$ cat config.mk
export PLATFORM = sky130hd
export DESIGN_NAME = keyed_tbcd_digit_scrambler
export DESIGN_NICKNAME = d
export VERILOG_FILES = /design/src/rtl/kts_pkg.sv /design/src/rtl/kts_key_store.sv /design/src/rtl/kts_digit_unit.sv /design/src/rtl/keyed_tbcd_digit_scrambler.sv
export VERILOG_INCLUDE_DIRS = /design/src /design/src/rtl
export SDC_FILE = /design/constraint.sdc
export NUM_CORES = 1
export LEC_CHECK = 0
export BUFFER_PORTS_ARGS = -buffer_cell sky130_fd_sc_hd__buf_2
export CAP_MARGIN = 30
export CORE_AREA = 2 2 219 221
export CTS_BUF_LIST = sky130_fd_sc_hd__clkbuf_4
export CTS_CLUSTER_DIAMETER = 60
export CTS_CLUSTER_SIZE = 8
export DETAILED_ROUTE_END_ITERATION = 10
export DIE_AREA = 0 0 221 223
export GPL_TIMING_DRIVEN = 0
export SYNTH_ARGS = -nofsm -noshare
export SYNTH_HDL_FRONTEND = slang
export SYNTH_SLANG_ARGS = --single-unit
export TNS_END_PERCENT = 10
$ cat constraint.sdc
create_clock -name i_clk -period 10.1 [get_ports i_clk]
set_input_delay 2.02 -clock i_clk [delete_from_list [all_inputs] [get_ports i_clk]]
set_output_delay 2.02 -clock i_clk [all_outputs]
set_load 0.05 [all_outputs]
$ cat src/rtl/keyed_tbcd_digit_scrambler_defines.svh
// ----------------------------------------------------------------------------
// Keyed TBCD digit scrambler assertion macros
// Concurrent assertion helpers shared by the scrambler RTL.
// ----------------------------------------------------------------------------
`ifndef KEYED_TBCD_DIGIT_SCRAMBLER_DEFINES_SVH
`define KEYED_TBCD_DIGIT_SCRAMBLER_DEFINES_SVH

`ifndef ASSERT_OFF

// same-cycle implication
`define KTS_ASSERT_IMPLIES(lbl, clk, rst_n, ante, cons, msg) \
    lbl: assert property (@(posedge clk) disable iff (!(rst_n)) (ante) |-> (cons)) \
        else $error(msg);

// next-cycle implication
`define KTS_ASSERT_NEXT(lbl, clk, rst_n, ante, cons, msg) \
    lbl: assert property (@(posedge clk) disable iff (!(rst_n)) (ante) |=> (cons)) \
        else $error(msg);

`else

`define KTS_ASSERT_IMPLIES(lbl, clk, rst_n, ante, cons, msg)
`define KTS_ASSERT_NEXT(lbl, clk, rst_n, ante, cons, msg)

`endif

`endif

$ cat src/rtl/kts_pkg.sv
// ----------------------------------------------------------------------------
// Keyed TBCD digit scrambler package
// Sizes, register indexes and small constant-divisor helpers.
// ----------------------------------------------------------------------------
package kts_pkg;

    localparam int BYTE_COUNT          = 8;
    localparam int NIBBLE_COUNT        = 2 * BYTE_COUNT;
    localparam int WORD_W              = 64;
    localparam int MAX_KEY_CHARS       = 16;
    localparam int CHARS_PER_REG       = 8;
    localparam int CHAR_W              = 7;
    localparam int DIG_W               = 4;
    localparam int POS_W               = 4;
    localparam int KEY_IDX_W           = 4;
    localparam int LEN_W               = 5;
    localparam int CFG_DATA_W          = 63;
    localparam int CFG_IDX_W           = 2;

    localparam logic [LEN_W-1:0]     CLEAR_PREFIX_DIGITS = 5'd5;
    localparam logic [LEN_W-1:0]     MAX_LEN             = 5'd16;
    localparam logic [DIG_W-1:0]     FILLER              = 4'hF;

    localparam logic [CFG_IDX_W-1:0] REG_KEY_LOW  = 2'd0;
    localparam logic [CFG_IDX_W-1:0] REG_KEY_HIGH = 2'd1;
    localparam logic [CFG_IDX_W-1:0] REG_KEY_LEN  = 2'd2;

    // x / 10 by reciprocal, exact for every 8-bit x
    function automatic logic [4:0] div10(input logic [7:0] x);
        logic [15:0] prod;
        prod = {8'd0, x} * 16'd205;
        return prod[15:11];
    endfunction

    function automatic logic [3:0] mod10(input logic [7:0] x);
        logic [7:0] rem;
        rem = x - ({3'd0, div10(x)} * 8'd10);
        return rem[3:0];
    endfunction

endpackage

$ cat src/rtl/kts_key_store.sv
// ----------------------------------------------------------------------------
// Key store
// Holds key characters, their tens values and the saturated key length.
// ----------------------------------------------------------------------------
module kts_key_store (
    input  logic                                i_clk,
    input  logic                                i_rst_n,
    input  logic                                i_cfg_we,
    input  logic [kts_pkg::CFG_IDX_W-1:0]       i_cfg_index,
    input  logic [kts_pkg::CFG_DATA_W-1:0]      i_cfg_data,
    input  logic [kts_pkg::KEY_IDX_W-1:0]       i_fwd_idx,
    input  logic [kts_pkg::KEY_IDX_W-1:0]       i_back_idx,
    output logic [kts_pkg::CHAR_W-1:0]          o_fwd_char,
    output logic [kts_pkg::DIG_W-1:0]           o_back_tens,
    output logic [kts_pkg::LEN_W-1:0]           o_len
);

    logic [kts_pkg::MAX_KEY_CHARS-1:0][kts_pkg::CHAR_W-1:0] r_key;
    logic [kts_pkg::MAX_KEY_CHARS-1:0][kts_pkg::DIG_W-1:0]  r_tens;
    logic [kts_pkg::LEN_W-1:0]                              r_len_raw;

    always_ff @(posedge i_clk) begin
        if (!i_rst_n) begin
            r_key     <= '0;
            r_tens    <= '0;
            r_len_raw <= '0;
        end else if (i_cfg_we) begin
            case (i_cfg_index)
                kts_pkg::REG_KEY_LOW: begin
                    for (int i = 0; i < kts_pkg::CHARS_PER_REG; i++) begin
                        r_key[i]  <= i_cfg_data[i*8 +: kts_pkg::CHAR_W];
                        r_tens[i] <= 4'(kts_pkg::div10({1'b0, i_cfg_data[i*8 +: 7]}));
                    end
                end
                kts_pkg::REG_KEY_HIGH: begin
                    for (int i = 0; i < kts_pkg::CHARS_PER_REG; i++) begin
                        r_key[kts_pkg::CHARS_PER_REG+i]  <= i_cfg_data[i*8 +: kts_pkg::CHAR_W];
                        r_tens[kts_pkg::CHARS_PER_REG+i] <=
                            4'(kts_pkg::div10({1'b0, i_cfg_data[i*8 +: 7]}));
                    end
                end
                kts_pkg::REG_KEY_LEN: begin
                    r_len_raw <= i_cfg_data[kts_pkg::LEN_W-1:0];
                end
                default: begin
                end
            endcase
        end
    end

    assign o_fwd_char  = r_key[i_fwd_idx];
    assign o_back_tens = r_tens[i_back_idx];
    assign o_len       = (r_len_raw > kts_pkg::MAX_LEN) ? kts_pkg::MAX_LEN : r_len_raw;

endmodule

$ cat src/rtl/kts_digit_unit.sv
// ----------------------------------------------------------------------------
// Digit unit
// Shared per-digit arithmetic: ((k + d) mod 10 + tens) mod 10.
// ----------------------------------------------------------------------------
module kts_digit_unit (
    input  logic [kts_pkg::CHAR_W-1:0] i_key_char,
    input  logic [kts_pkg::DIG_W-1:0]  i_back_tens,
    input  logic [kts_pkg::DIG_W-1:0]  i_digit,
    output logic [kts_pkg::DIG_W-1:0]  o_digit
);

    logic [7:0] w_sum;
    logic [3:0] w_mod;
    logic [4:0] w_tot;

    always_comb begin
        w_sum = {1'b0, i_key_char} + {4'd0, i_digit};
        w_mod = kts_pkg::mod10(w_sum);
        w_tot = {1'b0, i_back_tens} + {1'b0, w_mod};
        if (w_tot >= 5'd20) begin
            o_digit = 4'(w_tot - 5'd20);
        end else if (w_tot >= 5'd10) begin
            o_digit = 4'(w_tot - 5'd10);
        end else begin
            o_digit = w_tot[3:0];
        end
    end

endmodule

$ cat src/rtl/keyed_tbcd_digit_scrambler.sv
// ----------------------------------------------------------------------------
// Keyed TBCD digit scrambler
// Scrambles the digits of a packed TBCD identity under a configured key.
// ----------------------------------------------------------------------------
// One item at a time. After the input transfer, a single digit unit walks the
// nibbles one per cycle until the first filler or the last nibble, then the
// result is held until its output transfer; the input is stalled throughout.
// With a zero key length the walk is skipped. A new item is therefore taken
// only after the previous result has been transferred out.
`include "keyed_tbcd_digit_scrambler_defines.svh"

module keyed_tbcd_digit_scrambler (
    input  logic                               i_clk,
    input  logic                               i_rst_n,
    input  logic                               i_valid,
    output logic                               o_stall,
    input  logic [kts_pkg::WORD_W-1:0]         i_identity_tbcd,
    output logic                               o_valid,
    input  logic                               i_stall,
    output logic [kts_pkg::WORD_W-1:0]         o_scrambled_tbcd,
    input  logic                               i_cfg_we,
    input  logic [kts_pkg::CFG_IDX_W-1:0]      i_cfg_index,
    input  logic [kts_pkg::CFG_DATA_W-1:0]     i_cfg_data
);

    typedef enum logic [2:0] {
        S_IDLE = 3'b001,
        S_RUN  = 3'b010,
        S_DONE = 3'b100
    } t_state;

    t_state                             r_state, n_state;
    logic [kts_pkg::WORD_W-1:0]         r_word, n_word;
    logic [kts_pkg::LEN_W-1:0]          r_len, n_len;
    logic [kts_pkg::POS_W-1:0]          r_pos, n_pos;
    logic [kts_pkg::KEY_IDX_W-1:0]      r_fwd, n_fwd;
    logic [kts_pkg::KEY_IDX_W-1:0]      r_back, n_back;
    logic                               r_back_up, n_back_up;

    logic [kts_pkg::LEN_W-1:0]          w_len;
    logic [kts_pkg::LEN_W-1:0]          w_len_dec;
    logic [kts_pkg::CHAR_W-1:0]         w_fwd_char;
    logic [kts_pkg::DIG_W-1:0]          w_back_tens;
    logic [kts_pkg::DIG_W-1:0]          w_digit;
    logic [kts_pkg::DIG_W-1:0]          w_new_digit;
    logic                               w_in_xfer;
    logic                               w_out_xfer;

    kts_key_store u_key_store (
        .i_clk       (i_clk),
        .i_rst_n     (i_rst_n),
        .i_cfg_we    (i_cfg_we),
        .i_cfg_index (i_cfg_index),
        .i_cfg_data  (i_cfg_data),
        .i_fwd_idx   (r_fwd),
        .i_back_idx  (r_back),
        .o_fwd_char  (w_fwd_char),
        .o_back_tens (w_back_tens),
        .o_len       (w_len)
    );

    kts_digit_unit u_digit_unit (
        .i_key_char  (w_fwd_char),
        .i_back_tens (w_back_tens),
        .i_digit     (w_digit),
        .o_digit     (w_new_digit)
    );

    assign o_stall          = (r_state != S_IDLE);
    assign o_valid          = (r_state == S_DONE);
    assign o_scrambled_tbcd = r_word;
    assign w_in_xfer        = i_valid && !o_stall;
    assign w_out_xfer       = o_valid && !i_stall;
    assign w_len_dec        = w_len - 5'd1;
    assign w_digit          = r_word[{r_pos, 2'b00} +: kts_pkg::DIG_W];

    always_comb begin
        n_state   = r_state;
        n_word    = r_word;
        n_len     = r_len;
        n_pos     = r_pos;
        n_fwd     = r_fwd;
        n_back    = r_back;
        n_back_up = r_back_up;
        case (r_state)
            S_IDLE: begin
                if (w_in_xfer) begin
                    n_word    = i_identity_tbcd;
                    n_len     = w_len;
                    n_pos     = '0;
                    n_fwd     = '0;
                    n_back    = w_len_dec[kts_pkg::KEY_IDX_W-1:0];
                    n_back_up = 1'b0;
                    n_state   = (w_len == '0) ? S_DONE : S_RUN;
                end
            end
            S_RUN: begin
                if (w_digit == kts_pkg::FILLER) begin
                    n_state = S_DONE;
                end else begin
                    if ({1'b0, r_pos} >= kts_pkg::CLEAR_PREFIX_DIGITS) begin
                        n_word[{r_pos, 2'b00} +: kts_pkg::DIG_W] = w_new_digit;
                    end
                    n_pos = r_pos + 4'd1;
                    n_fwd = (({1'b0, r_fwd} + 5'd1) == r_len) ? '0 : r_fwd + 4'd1;
                    if (!r_back_up) begin
                        if (r_back == '0) begin
                            n_back    = (r_len == 5'd1) ? 4'd0 : 4'd1;
                            n_back_up = 1'b1;
                        end else begin
                            n_back = r_back - 4'd1;
                        end
                    end else begin
                        n_back = (({1'b0, r_back} + 5'd1) == r_len) ? '0 : r_back + 4'd1;
                    end
                    if (r_pos == 4'(kts_pkg::NIBBLE_COUNT - 1)) begin
                        n_state = S_DONE;
                    end
                end
            end
            S_DONE: begin
                if (w_out_xfer) begin
                    n_state = S_IDLE;
                end
            end
            default: begin
                n_state = S_IDLE;
            end
        endcase
    end

    always_ff @(posedge i_clk) begin
        if (!i_rst_n) begin
            r_state <= S_IDLE;
        end else begin
            r_state <= n_state;
        end
    end

    always_ff @(posedge i_clk) begin
        r_word    <= n_word;
        r_len     <= n_len;
        r_pos     <= n_pos;
        r_fwd     <= n_fwd;
        r_back    <= n_back;
        r_back_up <= n_back_up;
    end

    `KTS_ASSERT_IMPLIES(a_fwd_in_key, i_clk, i_rst_n, r_state == S_RUN, ({1'b0, r_fwd} < r_len), "forward key index out of range")
    `KTS_ASSERT_IMPLIES(a_back_in_key, i_clk, i_rst_n, r_state == S_RUN, ({1'b0, r_back} < r_len), "backward key index out of range")
    `KTS_ASSERT_NEXT(a_zero_key_pass, i_clk, i_rst_n, w_in_xfer && (w_len == '0), o_valid && (o_scrambled_tbcd == $past(i_identity_tbcd)), "zero key length did not pass word through")
    `KTS_ASSERT_IMPLIES(a_busy_when_result, i_clk, i_rst_n, o_valid, o_stall, "input taken while result pending")

endmodule

==> run_results.csv, run 1 <==
group,metric,value,unit
outcome,status,"complete, no violations",
synth,synthTopCellsByArea,"ha_1, dfxtp_1, edfxtp_1, fa_1, mux4_2",
placement,gp_congestion,0.909,
synth,postSynthNetCount,2683,
sta,fmax,0.103,GHz
synth,synthDominantCellAreaShare,0.196,
synth,post_synth.cell_area_avg,9.71,sq um
sta,tcrit_tclk_final,0.958,
floorplan,floorplan.rows,80,
floorplan,die-height,223,um
drt,detail_route.first_pass.iterations,6,
floorplan,die_x,221,um
grt,grt_start_max_net_pins,14,
sta,final.setup.worst_slack,0.426,ns
synth,ys_types,87,
placement,portBuffers,192,
synth,synth_enable_flop_cells,82,
drt,post-route-drc-count,0,
worst_setup_path,cp_data_required_time,10.54,ns
worst_setup_path,critPathMostFrequentCell,"ha_1",
sta,timing_worst_slew_pin_value,0.760,ns
pwr,static-leakage-power,10.6,nW
min_path,worst_hold_path.num_cells,2,
worst_setup_path,crit-reg2reg-launch,"r_fwd[0]",
worst_setup_path,worst_path_max_stage_delay,0.58,ns
pwr,p_per_area,218,nW/um^2
synth,postSynth.asyncResetShare,0,
grt,antenna_found_initial,4,
cells_and_area,drive_gt1_frac,0.161,
cells_and_area,area_growth,11.3,%
synth,synth-warning-count,0,
drt,first_iter_violations,1146,
worst_setup_path,worstPathArrival,10.11,ns
cells_and_area,nets,2930,
worst_setup_path,worst-path-max-fanout,12,
placement,dp_hpwl,48900,um
clocking,cts_buffer_depth,3,
worst_setup_path,cp_num_buf_inv,10,
floorplan,top_level_ports,200,
sta,final-hold-violation-count,0,
synth,synth-seq-area-share,0.295,
worst_setup_path,r2r-end,"o_scrambled_tbcd[41]",
worst_setup_path,reg2reg_slack,0.43,ns
run,timing.max_cap.violations,0,
clocking,cts.clk_slew.worst_paths,0.11,ns
cells_and_area,finish.utilization,0.492,
sta,timing.slew.headroom,0.494,
worst_setup_path,reg2regPathDepth,42,
sta,final_max_slew_viol_count,0,
worst_setup_path,critical_path_startpoint,"r_fwd[0]",
drt,drt-vias-per-instance,5.61,
floorplan,start_util,0.442,
min_path,holdCritStartpoint,"u_key_store.r_key[43]",
worst_setup_path,critical_path.slowest_cell,"mux4_2",
grt,globalRouteOverflowTotal,0,
placement,preCtsSetupSlack,-0.663,ns
clocking,number_of_levels_the_h_tree_was_split_into,2,
worst_setup_path,setup.worst_path.end_class,"register",
clocking,cts_made_buffers,39,
floorplan,core_region_area,47100,sq um
synth,netlist_instances,2144,
grt,grt_pass1_wl,94900,um
clocking,tritoncts,"built",
min_path,min_path_type,"reg2reg",
sta,fin_hold_ws,0.455,ns
worst_setup_path,critical_path_class,"reg2reg",
drt,wire_per_inst,20.2,um
sta,fin_crit,9.67,ns
min_path,worst_hold_path.endpoint,"u_key_store.r_key[43]",
grt,globalRouteTotalUtil,0.245,
floorplan,die-area,49300,sq um
synth,synth_largest_area_cell,"ha_1",
clocking,worst_skew_pair.late_latency,0.73,ns
sta,setup-violations-final,0,
clocking,tritoncts_num_sinks,266,
sta,worst_clock_skew,0.0639,ns
worst_setup_path,setup.worst_path.start_class,"register",
sta,rsz0062_at_grt,"false",
drt,drt_wl_total,60800,um
synth,netlist_area,20800,sq um
synth,dominantRegCellSynth,"dfxtp_1",
clocking,ctsRootBufferMaster,"clkbuf_4",
pwr,vdd_drop_max,0.000615,V
grt,vias_in_the_first_global_route,17000,
worst_setup_path,cp_top_family,"adder cells",
synth,ys_seq_elements,266,
drt,dr_total_vias,16900,
drt,detail-route-antenna-nets,0,
-- power breakdown --
group	internal [mW]	switching, mW	total [mW]
clock	0.232	0.393	0.625
combinational	1.25	1.93	3.19
sequential	1.19	0.0481	1.23
-- layout by cell type (no fill, tap or decap), types with 62 or more instances in the layout --
cell type	instances
fa_1	78
o21ai_1	111
a21boi_1	62
dfxtp_1	184
edfxtp_1	82
clkbuf_1	77
ha_1	326
inv_1	190
mux4_2	69
buf_2	200
nand2_1	371
-- registers in the layout, summed over array words and instances, names as in the netlist --
signal                 count
u_key_store.r_tens        64
r_state                    3
r_len                      5
r_back                     4
u_key_store.r_key        112
r_back_up                  1
u_key_store.r_len_raw      5
o_scrambled_tbcd          64
r_fwd                      4
r_pos                      4
-- worst max-delay path by stage --
stage | cells past startpoint | slack [ns] | end
2_1_floorplan | 44 | 0.95 | o_scrambled_tbcd[25]
3_3_place_gp | 43 | -0.57 | o_scrambled_tbcd[29]
3_5_place_dp | 43 | -0.66 | o_scrambled_tbcd[41]
4_1_cts | 44 | 0.05 | o_scrambled_tbcd[41]
5_1_grt | 42 | 0.02 | o_scrambled_tbcd[37]
6_report | 42 | 0.43 | o_scrambled_tbcd[41]
-- tightest hold or removal path: stages (launching register included) --
cell      delay, ns
dfxtp_1        0.32
nand2_1        0.05
a21boi_1       0.05
-- metal layers --
metal,track usage,routed length [um],up-vias
met3,0.0375,3920,98
met1,0.304,24900,8220
met5,0,11,-
met2,0.440,30300,567
li1,-,-,8018
met4,0.0708,1680,2
-- repair_timing --
item,in CTS,in global routing
setup endpoints to repair,48,48
endpoints found under the hold margin,0,0
pin swaps,0,2
resized for setup,11,18
cloned,0,1
hold buffers,0,0
setup buffers,1,12
-- per-stage QoR --
step | instances | instance area, sq um | power (mW) | TNS (ns)
2_1_floorplan | 2144 | 20800 | 3.30 | 0
3_3_place_gp | 2951 | 22600 | 4.00 | -14.95
3_5_place_dp | 2951 | 22600 | 4.08 | -19.44
4_1_cts | 3001 | 23000 | 4.80 | 0
5_1_grt | 3016 | 23200 | 5.44 | 0
6_report | 3016 | 23200 | 5.05 | 0
-- cell families after synthesis --
logic type               after synthesis  share of synthesized area
AND/OR/NAND/NOR                      622                      0.136
AO/OA/AOI/OAI                        415                      0.133
XOR/XNOR                              60                     0.0266
adder cells (fa/ha/maj)              405                      0.271
buffers and inverters                295                     0.0566
flip-flops                           266                      0.295
multiplexers                          81                     0.0812
-- area by class of cell --
cell class                 instances  area (sq um)
fill                            4441         24000
multi-input combinational       1583         13600
sequential                       266          6150
timing repair buffer             207          1090
tap                              615           769
inverter                         193           724
buffer                           101           488
clock buffer                      45           338
clock inverter                     4          47.5
antenna                            2          5.00
-- synth_stat cells (14+ instances only) --
master,instances
ha_1,327
nor3_1,14
a21boi_1,62
nand4_1,19
nor2_1,51
inv_1,190
a21boi_0,56
clkbuf_1,77
nand2b_1,16
o21ai_0,29
fa_1,78
o21ai_1,111
edfxtp_1,82
mux4_2,69
nand3_1,49
a21oi_1,53
dfxtp_1,184
xor2_1,25
nand2_1,371
xnor2_1,32
nor2b_1,18
(Power assumes the default switching activity.)
==> run 2: changes to the inputs <==
REMOVE_ABC_BUFFERS = 1   (was not set)
==> run_results.csv, run 2 (synthesized netlist as in run 1, its figures left out) <==
group,metric,value,unit
outcome,status,"complete, no violations",
cells_and_area,drive_gt1_frac,0.171,
drt,first_iter_violations,841,
cells_and_area,register_ranked_first_by_flip_flop_count,"u_key_store.r_key",
floorplan,top_level_ports,200,
worst_setup_path,critical_path_class,"reg2reg",
pwr,vdd_drop_max,0.000512,V
drt,drt_wl_total,53800,um
grt,antenna_found_initial,1,
sta,fmax,0.105,GHz
cells_and_area,final_common_cell,"nand2_1",
floorplan,core_region_area,47100,sq um
clocking,number_of_levels_the_h_tree_was_split_into,2,
clocking,cts_buffer_depth,3,
sta,tcrit_tclk_final,0.940,
worst_setup_path,worst_path_max_stage_delay,0.57,ns
floorplan,die-area,49300,sq um
grt,globalRouteOverflowTotal,0,
worst_setup_path,r2r-end,"o_scrambled_tbcd[25]",
clocking,tritoncts_num_sinks,266,
sta,worst_clock_skew,0.0540,ns
floorplan,die_x,221,um
pwr,static-leakage-power,10.6,nW
cells_and_area,finish.utilization,0.491,
placement,place_inst,2872,
grt,grt_start_max_net_pins,133,
cells_and_area,nets,2850,
grt,grt_pass1_wl,86300,um
placement,dp_hpwl,42100,um
min_path,min_path_type,"reg2reg",
sta,timing_worst_slew_pin_value,0.973,ns
worst_setup_path,cp_data_required_time,10.55,ns
sta,timing.slew.headroom,0.351,
floorplan,start_util,0.442,
drt,drt-vias-per-instance,5.48,
cells_and_area,layoutNonFillerInstCount,2942,
drt,dr_total_vias,16100,
run,timing.max_cap.violations,0,
placement,portBuffers,192,
sta,final-hold-violation-count,0,
worst_setup_path,setup.worst_path.end_class,"register",
drt,detail-route-antenna-nets,0,
drt,post-route-drc-count,0,
sta,fin_crit,9.49,ns
cells_and_area,commonest_cells_after_routing_fill_and_taps_aside,"nand2_1, ha_1, buf_2",
worst_setup_path,reg2reg_slack,0.61,ns
worst_setup_path,worst-path-max-fanout,8,
worst_setup_path,critical_path.slowest_cell,"mux4_2",
grt,vias_in_the_first_global_route,16500,
clocking,worst_skew_pair.late_latency,0.70,ns
worst_setup_path,worstPathArrival,9.94,ns
placement,gp_congestion,0.918,
min_path,worst_hold_path.num_cells,2,
drt,wire_per_inst,18.3,um
floorplan,die-height,223,um
sta,setup-violations-final,0,
cells_and_area,area_growth,11.3,%
pwr,p_per_area,225,nW/um^2
clocking,cts_made_buffers,40,
sta,final_max_slew_viol_count,0,
clocking,cts.clk_slew.worst_paths,0.09,ns
grt,globalRouteTotalUtil,0.217,
cells_and_area,number_of_flip_flops_under_the_largest_register_name,112,
sta,rsz0062_at_grt,"false",
worst_setup_path,setup.worst_path.start_class,"register",
worst_setup_path,crit-reg2reg-launch,"r_fwd[0]",
min_path,worst_hold_path.endpoint,"u_key_store.r_key[22]",
drt,detail_route.first_pass.iterations,5,
clocking,tritoncts,"built",
floorplan,floorplan.rows,80,
worst_setup_path,critPathMostFrequentCell,"inv_1",
clocking,ctsRootBufferMaster,"clkbuf_4",
cells_and_area,fillerInstances,4463,
worst_setup_path,reg2regPathDepth,37,
min_path,holdCritStartpoint,"u_key_store.r_key[22]",
run 2: changes by cell type in the layout (fill, tap and decap cells not counted), moves of 2 or more:
cell	previous run	this run
buf_2	200	191
clkbuf_4	46	50
buf_16	0	9
buf_6	6	9
clkinv_1	0	3
clkbuf_1	77	0
a21oi_1	53	51
buf_4	14	11
buf_8	0	3
buf_1	4	0
clkbuf_2	2	0
a21oi_2	1	3
run 2: worst max-delay path by stage:
| stage | slack, ns | cells after the start | endpoint | startpoint |
|---|---|---|---|---|
| after floorplan | 0.49 | 37 | o_scrambled_tbcd[13] | r_fwd[0] |
| after global routing | 0.02 | 36 | o_scrambled_tbcd[21] | r_fwd[0] |
| final | 0.61 | 37 | o_scrambled_tbcd[25] | r_fwd[0] |
| after global placement | -3.46 | 5 | u_key_store.r_tens[8] | i_cfg_index[0] |
| after CTS | 0.05 | 38 | o_scrambled_tbcd[62] | r_fwd[0] |
| after detailed placement | -0.22 | 38 | o_scrambled_tbcd[38] | r_fwd[0] |
run 2: repair_timing:
item / 4_1_cts / 5_1_grt
pin swaps: 0 / 7
endpoints found under the setup margin: 32 / 48
resized for setup: 0 / 17
cloned: 0 / 1
hold buffers: 0 / 0
setup buffers: 2 / 9
run 2: worst max-delay path: cells and delay by family (launching register included):
family          cells  cell delay (ns)
xor+xnor            4             0.90
compound gates     10             1.41
fa+ha+maj          10             3.67
flops               1             0.47
simple gates        2             0.62
buf+inv             9             1.06
mux                 2             1.12
run 2: area by class of cell:
class                           count  area [sq um]  share of cell area
Antenna cell                        2          5.00            0.000216
Clock buffer                       50           375              0.0162
Clock inverter                      6          28.8             0.00124
Inverter                          193           724              0.0313
Multi-Input combinational cell   1583         13600               0.587
Sequential cell                   266          6150               0.265
Tap cell                          615           769              0.0332
Timing Repair Buffer              227          1520              0.0655
run 2: per-layer routing:
metal | wire, um | global-route usage
met1 | 22900 | 0.267
met2 | 26700 | 0.385
met3 | 2530 | 0.0373
met4 | 1690 | 0.0717
met5 | 0 | 0
run 2: stage by stage:
stage               hold slack [ns]  power [mW]  cell area [sq um]  setup TNS, ns  worst slack, ns
global placement              0.437        3.94              22100        -136.39            -3.46
CTS                           0.458        4.75              23000              0           0.0545
detailed placement            0.443        4.12              22600          -5.59           -0.221
finish                        0.454        5.21              23200              0            0.609
floorplan                     0.432        3.21              20400              0            0.490
global route                  0.478        5.60              23200              0           0.0209
run 2: power breakdown:
part | internal (mW) | leakage (nW) | switching [mW]
clock | 0.228 | 0.243 | 0.388
sequential | 1.19 | 2.28 | 0.0591
combinational | 1.35 | 8.09 | 2.00
